==> config.mk <==
export PLATFORM = sky130hd
export DESIGN_NAME = hsv_to_rgb_converter_flat
export DESIGN_NICKNAME = d
export VERILOG_FILES = /design/src/rtl/hsv2rgb_pkg.sv /design/src/rtl/hsv2rgb_if.sv /design/src/rtl/hsv_to_rgb_converter.sv /design/src/flat_wrapper.sv
export SDC_FILE = /design/constraint.sdc
export NUM_CORES = 2
export LEC_CHECK = 0
export BUFFER_PORTS_ARGS = -buffer_cell sky130_fd_sc_hd__buf_4
export CORE_ASPECT_RATIO = 0.6
export CORE_MARGIN = 5
export CORE_UTILIZATION = 60
export CTS_CLUSTER_SIZE = 30
export DETAILED_ROUTE_END_ITERATION = 8
export PLACE_DENSITY = 0.86
export RECOVER_POWER = 50
export SLEW_MARGIN = 25
export SYNTH_ARGS = -nofsm -noshare
export SYNTH_HDL_FRONTEND = slang
export SYNTH_SLANG_ARGS = --single-unit
export TNS_END_PERCENT = 1
==> constraint.sdc <==
create_clock -name i_clk -period 16.5 [get_ports i_clk]
set_clock_uncertainty 0.15 [all_clocks]
set_input_delay 3.3 -clock i_clk [delete_from_list [all_inputs] [get_ports i_clk]]
set_output_delay 3.3 -clock i_clk [all_outputs]
set_load 0.05 [all_outputs]
==> src/rtl/hsv2rgb_pkg.sv <==
// ----------------------------------------------------------------------------
// hsv2rgb_pkg
// Shared widths, constants, types and helpers for the HSV to RGB converter.
// ----------------------------------------------------------------------------
package hsv2rgb_pkg;

    localparam int HUE_W  = 13;
    localparam int FRAC_W = 8;
    localparam int REM_W  = 10;
    localparam int SR_W   = 18;
    localparam int NUM_W  = 26;
    localparam int PN_W   = 16;

    // hue units are 1/16 degree: full turn and one 60 degree sector
    localparam logic [HUE_W-1:0] HUE_TURN   = 13'd5760;
    localparam logic [REM_W-1:0] HUE_SECTOR = 10'd960;
    localparam logic [FRAC_W-1:0] FRAC_ONE  = 8'd255;
    // 255 * 960
    localparam logic [SR_W-1:0] DEN_FULL    = 18'd244800;

    // floor(n / 244800) = floor((n >> 6) * ceil(2^32 / 3825) >> 32) for n < 2^26
    localparam int DEN_SHIFT    = 6;
    localparam int QM_W         = NUM_W - DEN_SHIFT;
    localparam int RECIP_W      = 21;
    localparam int RECIP_SHIFT  = 32;
    localparam int RPROD_W      = QM_W + RECIP_W + 1;
    localparam logic [RECIP_W-1:0] RECIP = 21'd1122868;

    // floor(x / 255) = ((x + 1) * 257) >> 16 for x <= 255 * 255
    localparam int DIV_W = 26;
    localparam logic [8:0] DIV255_MUL = 9'd257;

    typedef logic [HUE_W-1:0]  t_hue;
    typedef logic [FRAC_W-1:0] t_frac;
    typedef logic [REM_W-1:0]  t_rem;

    typedef enum logic [2:0] {
        SECT_R_TO_Y = 3'd0,
        SECT_Y_TO_G = 3'd1,
        SECT_G_TO_C = 3'd2,
        SECT_C_TO_B = 3'd3,
        SECT_B_TO_M = 3'd4,
        SECT_M_TO_R = 3'd5
    } t_sector;

    // start hue of each sector
    function automatic t_hue sector_base(input t_sector sec);
        t_hue base;
        case (sec)
            SECT_R_TO_Y: base = 13'd0;
            SECT_Y_TO_G: base = 13'd960;
            SECT_G_TO_C: base = 13'd1920;
            SECT_C_TO_B: base = 13'd2880;
            SECT_B_TO_M: base = 13'd3840;
            SECT_M_TO_R: base = 13'd4800;
            default:     base = 13'd0;
        endcase
        return base;
    endfunction

endpackage

==> src/rtl/hsv2rgb_if.sv <==
// ----------------------------------------------------------------------------
// hsv2rgb_hsv_if / hsv2rgb_rgb_if
// Valid/ready pixel channels for HSV input beats and RGB output beats.
// ----------------------------------------------------------------------------
interface hsv2rgb_hsv_if;
    logic                 valid;
    logic                 ready;
    hsv2rgb_pkg::t_hue    hue;
    hsv2rgb_pkg::t_frac   saturation;
    hsv2rgb_pkg::t_frac   brightness;

    modport source (output valid, output hue, output saturation, output brightness,
                    input ready);
    modport sink   (input valid, input hue, input saturation, input brightness,
                    output ready);
endinterface

interface hsv2rgb_rgb_if;
    logic                 valid;
    logic                 ready;
    hsv2rgb_pkg::t_frac   red;
    hsv2rgb_pkg::t_frac   green;
    hsv2rgb_pkg::t_frac   blue;

    modport source (output valid, output red, output green, output blue, input ready);
    modport sink   (input valid, input red, input green, input blue, output ready);
endinterface

==> src/rtl/hsv_to_rgb_converter.sv <==
// ----------------------------------------------------------------------------
// hsv_to_rgb_converter
// An accepted HSV beat passes stage registers 1 to 5 to its RGB beat.
// Throughput: one beat per cycle unless stalled; five register stages, each
// with its own valid bit; a stage loads if empty or if its successor moves.
// Reset: synchronous active low, clears all stage valid bits only.
// ----------------------------------------------------------------------------
module hsv_to_rgb_converter (
    input  logic         i_clk,
    input  logic         i_rst_n,
    hsv2rgb_hsv_if.sink  i_hsv,
    hsv2rgb_rgb_if.source o_rgb
);
    import hsv2rgb_pkg::*;

    // stage enables, back to front
    logic s1_en, s2_en, s3_en, s4_en, s5_en;
    logic r_s1_vld, r_s2_vld, r_s3_vld, r_s4_vld, r_s5_vld;

    // stage 1: hue wrap, sector and offset in sector
    t_hue    h_wrap;
    t_hue    h_off;
    t_sector n_s1_sector, r_s1_sector;
    t_rem    n_s1_rem, r_s1_rem;
    t_frac   r_s1_sat, r_s1_val;
    logic    r_s1_gray;

    // stage 2: s*rem, s*(960-rem), v*(255-s)
    logic [SR_W-1:0] n_s2_srq, n_s2_srt, r_s2_srq, r_s2_srt;
    logic [PN_W-1:0] n_s2_pnum, r_s2_pnum;
    t_sector r_s2_sector;
    t_frac   r_s2_val;
    logic    r_s2_gray;

    // stage 3: numerators of q and t, p done
    logic [NUM_W-1:0] n_s3_nq, n_s3_nt, r_s3_nq, r_s3_nt;
    logic [DIV_W-1:0] p_prod;
    t_frac   n_s3_p, r_s3_p;
    t_sector r_s3_sector;
    t_frac   r_s3_val;
    logic    r_s3_gray;

    // stage 4: reciprocal multiply for q and t
    logic [RPROD_W-1:0] q_prod, t_prod;
    t_frac   n_s4_q, n_s4_t, r_s4_q, r_s4_t, r_s4_p;
    t_sector r_s4_sector;
    t_frac   r_s4_val;
    logic    r_s4_gray;

    // stage 5: channel select, output register
    t_frac n_s5_red, n_s5_green, n_s5_blue;
    t_frac r_s5_red, r_s5_green, r_s5_blue;

    assign s5_en = !r_s5_vld || o_rgb.ready;
    assign s4_en = !r_s4_vld || s5_en;
    assign s3_en = !r_s3_vld || s4_en;
    assign s2_en = !r_s2_vld || s3_en;
    assign s1_en = !r_s1_vld || s2_en;

    assign i_hsv.ready = s1_en;

    always_ff @(posedge i_clk) begin
        if (!i_rst_n) begin
            r_s1_vld <= 1'b0;
            r_s2_vld <= 1'b0;
            r_s3_vld <= 1'b0;
            r_s4_vld <= 1'b0;
            r_s5_vld <= 1'b0;
        end else begin
            if (s1_en) r_s1_vld <= i_hsv.valid;
            if (s2_en) r_s2_vld <= r_s1_vld;
            if (s3_en) r_s3_vld <= r_s2_vld;
            if (s4_en) r_s4_vld <= r_s3_vld;
            if (s5_en) r_s5_vld <= r_s4_vld;
        end
    end

    // ---- stage 1 ----
    always_comb begin
        h_wrap = (i_hsv.hue >= HUE_TURN) ? '0 : i_hsv.hue;
        if (h_wrap >= 13'd4800)      n_s1_sector = SECT_M_TO_R;
        else if (h_wrap >= 13'd3840) n_s1_sector = SECT_B_TO_M;
        else if (h_wrap >= 13'd2880) n_s1_sector = SECT_C_TO_B;
        else if (h_wrap >= 13'd1920) n_s1_sector = SECT_G_TO_C;
        else if (h_wrap >= 13'd960)  n_s1_sector = SECT_Y_TO_G;
        else                         n_s1_sector = SECT_R_TO_Y;
        h_off    = h_wrap - sector_base(n_s1_sector);
        n_s1_rem = h_off[REM_W-1:0];
    end

    always_ff @(posedge i_clk) begin
        if (s1_en) begin
            r_s1_sector <= n_s1_sector;
            r_s1_rem    <= n_s1_rem;
            r_s1_sat    <= i_hsv.saturation;
            r_s1_val    <= i_hsv.brightness;
            r_s1_gray   <= (i_hsv.saturation == '0);
        end
    end

    // ---- stage 2 ----
    always_comb begin
        n_s2_srq  = SR_W'(r_s1_sat) * SR_W'(r_s1_rem);
        n_s2_srt  = SR_W'(r_s1_sat) * SR_W'(HUE_SECTOR - r_s1_rem);
        n_s2_pnum = PN_W'(r_s1_val) * PN_W'(FRAC_ONE - r_s1_sat);
    end

    always_ff @(posedge i_clk) begin
        if (s2_en) begin
            r_s2_srq    <= n_s2_srq;
            r_s2_srt    <= n_s2_srt;
            r_s2_pnum   <= n_s2_pnum;
            r_s2_sector <= r_s1_sector;
            r_s2_val    <= r_s1_val;
            r_s2_gray   <= r_s1_gray;
        end
    end

    // ---- stage 3 ----
    always_comb begin
        n_s3_nq = NUM_W'(r_s2_val) * NUM_W'(DEN_FULL - r_s2_srq);
        n_s3_nt = NUM_W'(r_s2_val) * NUM_W'(DEN_FULL - r_s2_srt);
        p_prod  = (DIV_W'(r_s2_pnum) + DIV_W'(1)) * DIV_W'(DIV255_MUL);
        n_s3_p  = p_prod[16 +: FRAC_W];
    end

    always_ff @(posedge i_clk) begin
        if (s3_en) begin
            r_s3_nq     <= n_s3_nq;
            r_s3_nt     <= n_s3_nt;
            r_s3_p      <= n_s3_p;
            r_s3_sector <= r_s2_sector;
            r_s3_val    <= r_s2_val;
            r_s3_gray   <= r_s2_gray;
        end
    end

    // ---- stage 4 ----
    always_comb begin
        q_prod = RPROD_W'(r_s3_nq[NUM_W-1:DEN_SHIFT]) * RPROD_W'(RECIP);
        t_prod = RPROD_W'(r_s3_nt[NUM_W-1:DEN_SHIFT]) * RPROD_W'(RECIP);
        n_s4_q = q_prod[RECIP_SHIFT +: FRAC_W];
        n_s4_t = t_prod[RECIP_SHIFT +: FRAC_W];
    end

    always_ff @(posedge i_clk) begin
        if (s4_en) begin
            r_s4_q      <= n_s4_q;
            r_s4_t      <= n_s4_t;
            r_s4_p      <= r_s3_p;
            r_s4_sector <= r_s3_sector;
            r_s4_val    <= r_s3_val;
            r_s4_gray   <= r_s3_gray;
        end
    end

    // ---- stage 5 ----
    always_comb begin
        if (r_s4_gray) begin
            n_s5_red   = r_s4_val;
            n_s5_green = r_s4_val;
            n_s5_blue  = r_s4_val;
        end else begin
            case (r_s4_sector)
                SECT_R_TO_Y: begin
                    n_s5_red = r_s4_val; n_s5_green = r_s4_t;   n_s5_blue = r_s4_p;
                end
                SECT_Y_TO_G: begin
                    n_s5_red = r_s4_q;   n_s5_green = r_s4_val; n_s5_blue = r_s4_p;
                end
                SECT_G_TO_C: begin
                    n_s5_red = r_s4_p;   n_s5_green = r_s4_val; n_s5_blue = r_s4_t;
                end
                SECT_C_TO_B: begin
                    n_s5_red = r_s4_p;   n_s5_green = r_s4_q;   n_s5_blue = r_s4_val;
                end
                SECT_B_TO_M: begin
                    n_s5_red = r_s4_t;   n_s5_green = r_s4_p;   n_s5_blue = r_s4_val;
                end
                default: begin
                    n_s5_red = r_s4_val; n_s5_green = r_s4_p;   n_s5_blue = r_s4_q;
                end
            endcase
        end
    end

    always_ff @(posedge i_clk) begin
        if (s5_en) begin
            r_s5_red   <= n_s5_red;
            r_s5_green <= n_s5_green;
            r_s5_blue  <= n_s5_blue;
        end
    end

    assign o_rgb.valid = r_s5_vld;
    assign o_rgb.red   = r_s5_red;
    assign o_rgb.green = r_s5_green;
    assign o_rgb.blue  = r_s5_blue;

endmodule

==> src/flat_wrapper.sv <==
// flat-port wrapper written by rule: the top's interface ports become plain ports
module hsv_to_rgb_converter_flat import hsv2rgb_pkg::*;
  (i_clk, i_rst_n, i_hsv_valid, i_hsv_hue, i_hsv_saturation, i_hsv_brightness, i_hsv_ready, o_rgb_valid, o_rgb_red, o_rgb_green, o_rgb_blue, o_rgb_ready);
  hsv2rgb_hsv_if i_hsv_i ();
  hsv2rgb_rgb_if o_rgb_i ();
  input  logic i_clk;
  input  logic i_rst_n;
  input wire logic [$bits(i_hsv_i.valid)-1:0] i_hsv_valid;
  input wire logic [$bits(i_hsv_i.hue)-1:0] i_hsv_hue;
  input wire logic [$bits(i_hsv_i.saturation)-1:0] i_hsv_saturation;
  input wire logic [$bits(i_hsv_i.brightness)-1:0] i_hsv_brightness;
  output wire logic [$bits(i_hsv_i.ready)-1:0] i_hsv_ready;
  output wire logic [$bits(o_rgb_i.valid)-1:0] o_rgb_valid;
  output wire logic [$bits(o_rgb_i.red)-1:0] o_rgb_red;
  output wire logic [$bits(o_rgb_i.green)-1:0] o_rgb_green;
  output wire logic [$bits(o_rgb_i.blue)-1:0] o_rgb_blue;
  input wire logic [$bits(o_rgb_i.ready)-1:0] o_rgb_ready;
  assign i_hsv_i.valid = i_hsv_valid;
  assign i_hsv_i.hue = i_hsv_hue;
  assign i_hsv_i.saturation = i_hsv_saturation;
  assign i_hsv_i.brightness = i_hsv_brightness;
  assign i_hsv_ready = i_hsv_i.ready;
  assign o_rgb_valid = o_rgb_i.valid;
  assign o_rgb_red = o_rgb_i.red;
  assign o_rgb_green = o_rgb_i.green;
  assign o_rgb_blue = o_rgb_i.blue;
  assign o_rgb_i.ready = o_rgb_ready;
  hsv_to_rgb_converter u_core (.i_clk(i_clk), .i_rst_n(i_rst_n), .i_hsv(i_hsv_i), .o_rgb(o_rgb_i));
endmodule
== After elaboration in Yosys (flattened, before gate mapping) ==
Index checks and enable logic that the tools add are counted.
W data, S select, Z words.
Word-level totals
  logic and storage cells: 89
  register bits after elaboration: 231
  output and inout port bits: 26
  input bits: 33
Cells by class
  multipliers: 8
  muxes and demuxes: 13
  add/subtract/negate cells: 6
  reduce and logical (&&, ||, !) cells: 16
  order comparisons: 6
  equal/unequal tests: 9
Operator list (number)
  $mul A20 B19 Y38 const B: 2
  $pmux W8 S3: 3
  $mul A8 B26 Y26: 2
  $pmux W10 S5: 1
  $sub A18 B18 Y19 const A: 2
  $ge A13 B12 Y1 const B: 2
  $ge A13 B13 Y1 const B: 2
  $mul A26 B9 Y24 const B: 1
  $mux W8: 3
  $mul A8 B10 Y18: 1
  $mul A8 B18 Y18: 1
  $add A16 B1 Y17 const B: 1
  $mul A8 B16 Y16: 1
  $ge A13 B10 Y1 const B: 1
  $ge A13 B11 Y1 const B: 1
  $mux W13: 1
  $eq A3 B2 Y1 const B: 4
  $mux W3: 4
  $sub A10 B10 Y11 const A: 1
  $sub A10 B10 Y10: 1
  $eq A3 B3 Y1 const B: 3
  $sub A8 B8 Y9 const A: 1
  $logic_not A8 Y1: 1
  $reduce_or A2 Y1: 4
  5 further kinds: 14

== Longest topological paths before layout ==
  depth in word-level cells: 11
  mapped depth: 26
  mapped depth without buffers: 25

== Worst setup path after synthesis ==
OpenSTA, ideal clock, no wires.
  path kind: input port to output port
  from: in o_rgb_ready
  to: out i_hsv_ready
  arrival time: 4.843 ns
  cell stages on the path: 3
  path slack: 8.207 ns
  required time: 13.050 ns
  buffers on the path: 0
  cell sequence: nor2b_1 and3_1 nand3_1
Between the ends
  word-level cells in the longest chain between the ends: 5
RTL lines
  start, declared: RTL line flat_wrapper.sv:17  | input wire logic [$bits(o_rgb_i.ready)-1:0] o_rgb_ready;
  $logic_or A1 B1 Y1: RTL line hsv_to_rgb_converter.sv:54  | assign s5_en = !r_s5_vld || o_rgb.ready;
  $logic_or A1 B1 Y1: RTL line hsv_to_rgb_converter.sv:55  | assign s4_en = !r_s4_vld || s5_en;
  $logic_or A1 B1 Y1: RTL line hsv_to_rgb_converter.sv:56  | assign s3_en = !r_s3_vld || s4_en;
  $logic_or A1 B1 Y1: RTL line hsv_to_rgb_converter.sv:57  | assign s2_en = !r_s2_vld || s3_en;
  $logic_or A1 B1 Y1: RTL line hsv_to_rgb_converter.sv:58  | assign s1_en = !r_s1_vld || s2_en;
  end, declared: RTL line flat_wrapper.sv:12  | output wire logic [$bits(i_hsv_i.ready)-1:0] i_hsv_ready;
No other way between the ends.

== Worst setup path after layout ==
Ends and elaborated chain as after synthesis.

==> out/qor.yml <==
clock_network:
  post_cts_buffers: 0
  cts_resized: 0
  clock-sinks: 218
  root_buffer: "clkbuf_16"
  cts_tree: "built"
  cts_max_level: 1
  clk_path_buf_depth: 3
  cts_hold_buffers: 0
  insertion_delay_ps: 550
  cts_buffers: 24
  cts.clk_slew.worst_paths_ps: 70
sta:
  final-hold-violation-count: 0
  slew_viol_final: 444
  rsz0062_at_grt: "no"
  worstMarginPinSlew_ps: 3490
  period_share: 0.550
  setup_violations: 0
  clock.fmax_ghz: 0.110
  finalWorstSetupSlack_ps: 7420
  fin_setup_tns_ps: 0
  finalCriticalPeriod_ps: 9080
  max_slew_margin: -1.33
logic_synthesis:
  ys.warnings.count: 0
  syn_area_sq_um: 35400
  synthCells: 3566
  ys_async_sr_fraction: 0
  netlist.area_leader.share: 0.295
  ys_seq_area_frac: 0.184
  synth_common_cells: "872 x inv_1, 522 x fa_1, 517 x ha_1, 262 x and2_1, 213 x edfxtp_1"
  synth_cell_types: 73
  synth_nets: 4638
  synth_edf_count: 213
  ys_ff_latch: 218
  synthTopCellsByArea: "fa_1 30%, ha_1 18%, edfxtp_1 18%, inv_1 9.3%, and2_1 4.6%"
  synth.most_common_cell: "inv_1"
  synth_top_area_cell: "fa_1"
  synth_area_per_cell_sq_um: 9.92
  synthFlopType: "edfxtp_1"
worst_setup_path:
  worstReg2RegStart: "u_core.r_s2_srt[0]"
  cp.required_ps: 13050
  worst-path-max-fanout: 32
  end_kind: "primary output"
  reg2regPathDepth: 22
  cp-start-kind: "input port"
  reg2reg_to: "u_core.r_s3_nt[25]"
  rrSetupSlack_ps: 9270
  crit_arrival_ps: 5630
  crit_type: "in2out"
global_routing:
  grt_start_max_net_pins: 64
  grtUsageTotal: 0.243
  grt_remaining_overflow: 0
  grt_pass1_vias: 25300
  grt_antenna_before_repair: 1
  grt_pass1_wl_microns: 127000
layout:
  final_nets: 4661
  antenna_cells: 0
  fillers: 4289
  area_growth_pct: 5.65
  drive_above_1_share: 0.0383
  final_cells: 4377
drt:
  drt_iter0_drc: 1645
  dr.pass1.iters: 5
  vias_per_cell: 5.52
  drc: 0
  vias: 24100
  final_antenna_net_count: 0
  drt_wl_total_microns: 75400
  wl_per_cell_microns: 17.2
die:
  core_area_sq_um: 57900
  initial_core_util: 0.611
  io_pins: 59
  rows: 68
  dieArea_sq_um: 64100
  die_w_microns: 324
  die-height_microns: 198
status:
  status: "finished, violations left"
  violations: "max-capacitance violations, max-slew violations"
placed_design:
  gp_congestion: 0.934
  dp_hpwl_microns: 60000
  pre_cts_ws_ps: 8370
  portBuffers: 58
  placedCellCount: 4332
worst_hold_path:
  min_path_cells: 0
  min-delay-start: "u_core.r_s3_sector[2]"
  hp-class: "reg2reg"
  worstHoldEndpoint: "u_core.r_s4_sector[2]"
flow_run:
  max-cap-violations: 11
==> how the worst max path moves through the flow <==
stage,from,endpoint,slack (ps),depth (start not counted)
after floorplan,o_rgb_ready,i_hsv_ready,8210,3
final,o_rgb_ready,i_hsv_ready,7420,6
after CTS,o_rgb_ready,i_hsv_ready,8360,6
after detailed placement,o_rgb_ready,i_hsv_ready,8370,6
after global routing,o_rgb_ready,i_hsv_ready,7180,6
after global placement,o_rgb_ready,i_hsv_ready,8420,6
==> flip-flops by register name, indices dropped and copies added (netlist names), 10 cells and up <==
name and cells:
u_core.r_s3_nq 20, u_core.r_s2_pnum 16, u_core.r_s3_nt 20, u_core.r_s2_srq 17, u_core.r_s2_srt 18, u_core.r_s1_rem 10
==> worst max-delay path: stages <==
cell and delay, ps:
clkbuf_4 100, nor2b_1 70, and3_1 260, nand3_1 100, clkbuf_1 1350, buf_4 410
==> cell families (layout without fill, tap and decap cells) <==
family | after synthesis | count (layout) | synth area share
AO/OA/AOI/OAI | 271 | 271 | 0.0514
buffers and inverters | 956 | 997 | 0.102
multiplexers | 39 | 39 | 0.0110
XOR/XNOR | 166 | 166 | 0.0413
flip-flops | 218 | 218 | 0.184
adder cells (fa/ha/maj) | 1040 | 1040 | 0.478
AND/OR/NAND/NOR | 876 | 876 | 0.133
==> routing by layer <==
metal / vias to the layer above / wire, microns / GRT usage
met2: 967 / 32200 / 0.370
met3: 77 / 7610 / 0.0574
met4: 0 / 1320 / 0.0427
li1: 11200 / - / -
met1: 11900 / 34300 / 0.362
met5: - / 0 / 0
==> layout make-up <==
class                   count  area [sq um]  share of cell area
clock buffers              27           653              0.0175
clock inverters            17           158             0.00422
inverters                 873          3280              0.0877
multi-input cells        2392         25300               0.677
flip-flops and latches    218          6500               0.174
well taps                 770           963              0.0258
repair buffers             80           544              0.0146
==> placed cells by master, fill, tap and decap left out, types with 15 or more instances in the layout <==
cell type / netlist / layout
edfxtp_1: 213 / 213
xor2_1: 41 / 41
nand2_1: 194 / 193
ha_1: 517 / 517
fa_1: 522 / 522
buf_4: 0 / 50
nor3_1: 43 / 43
inv_1: 872 / 871
nand3_1: 31 / 31
clkbuf_16: 0 / 25
nor2b_1: 112 / 112
nand4_1: 19 / 19
a21oi_1: 74 / 75
o21a_1: 20 / 20
and2_1: 262 / 248
o21ai_0: 57 / 57
mux2i_1: 39 / 39
clkbuf_1: 74 / 15
clkbuf_4: 0 / 15
nand2b_1: 65 / 65
nor2_1: 98 / 98
xnor2_1: 124 / 124
==> stage by stage <==
step	instance area (sq um)	utilization	hold WS [ps]
2_1_floorplan	35400	-	250
3_3_place_gp	36600	0.632	251
3_5_place_dp	36600	0.632	255
4_1_cts	37400	0.646	270
5_1_grt	37400	0.645	278
6_report	37400	0.645	270
Power is left out: the tool's default activity adds up to more than one toggle a clock period on the data nets, which glitch-free logic cannot reach.
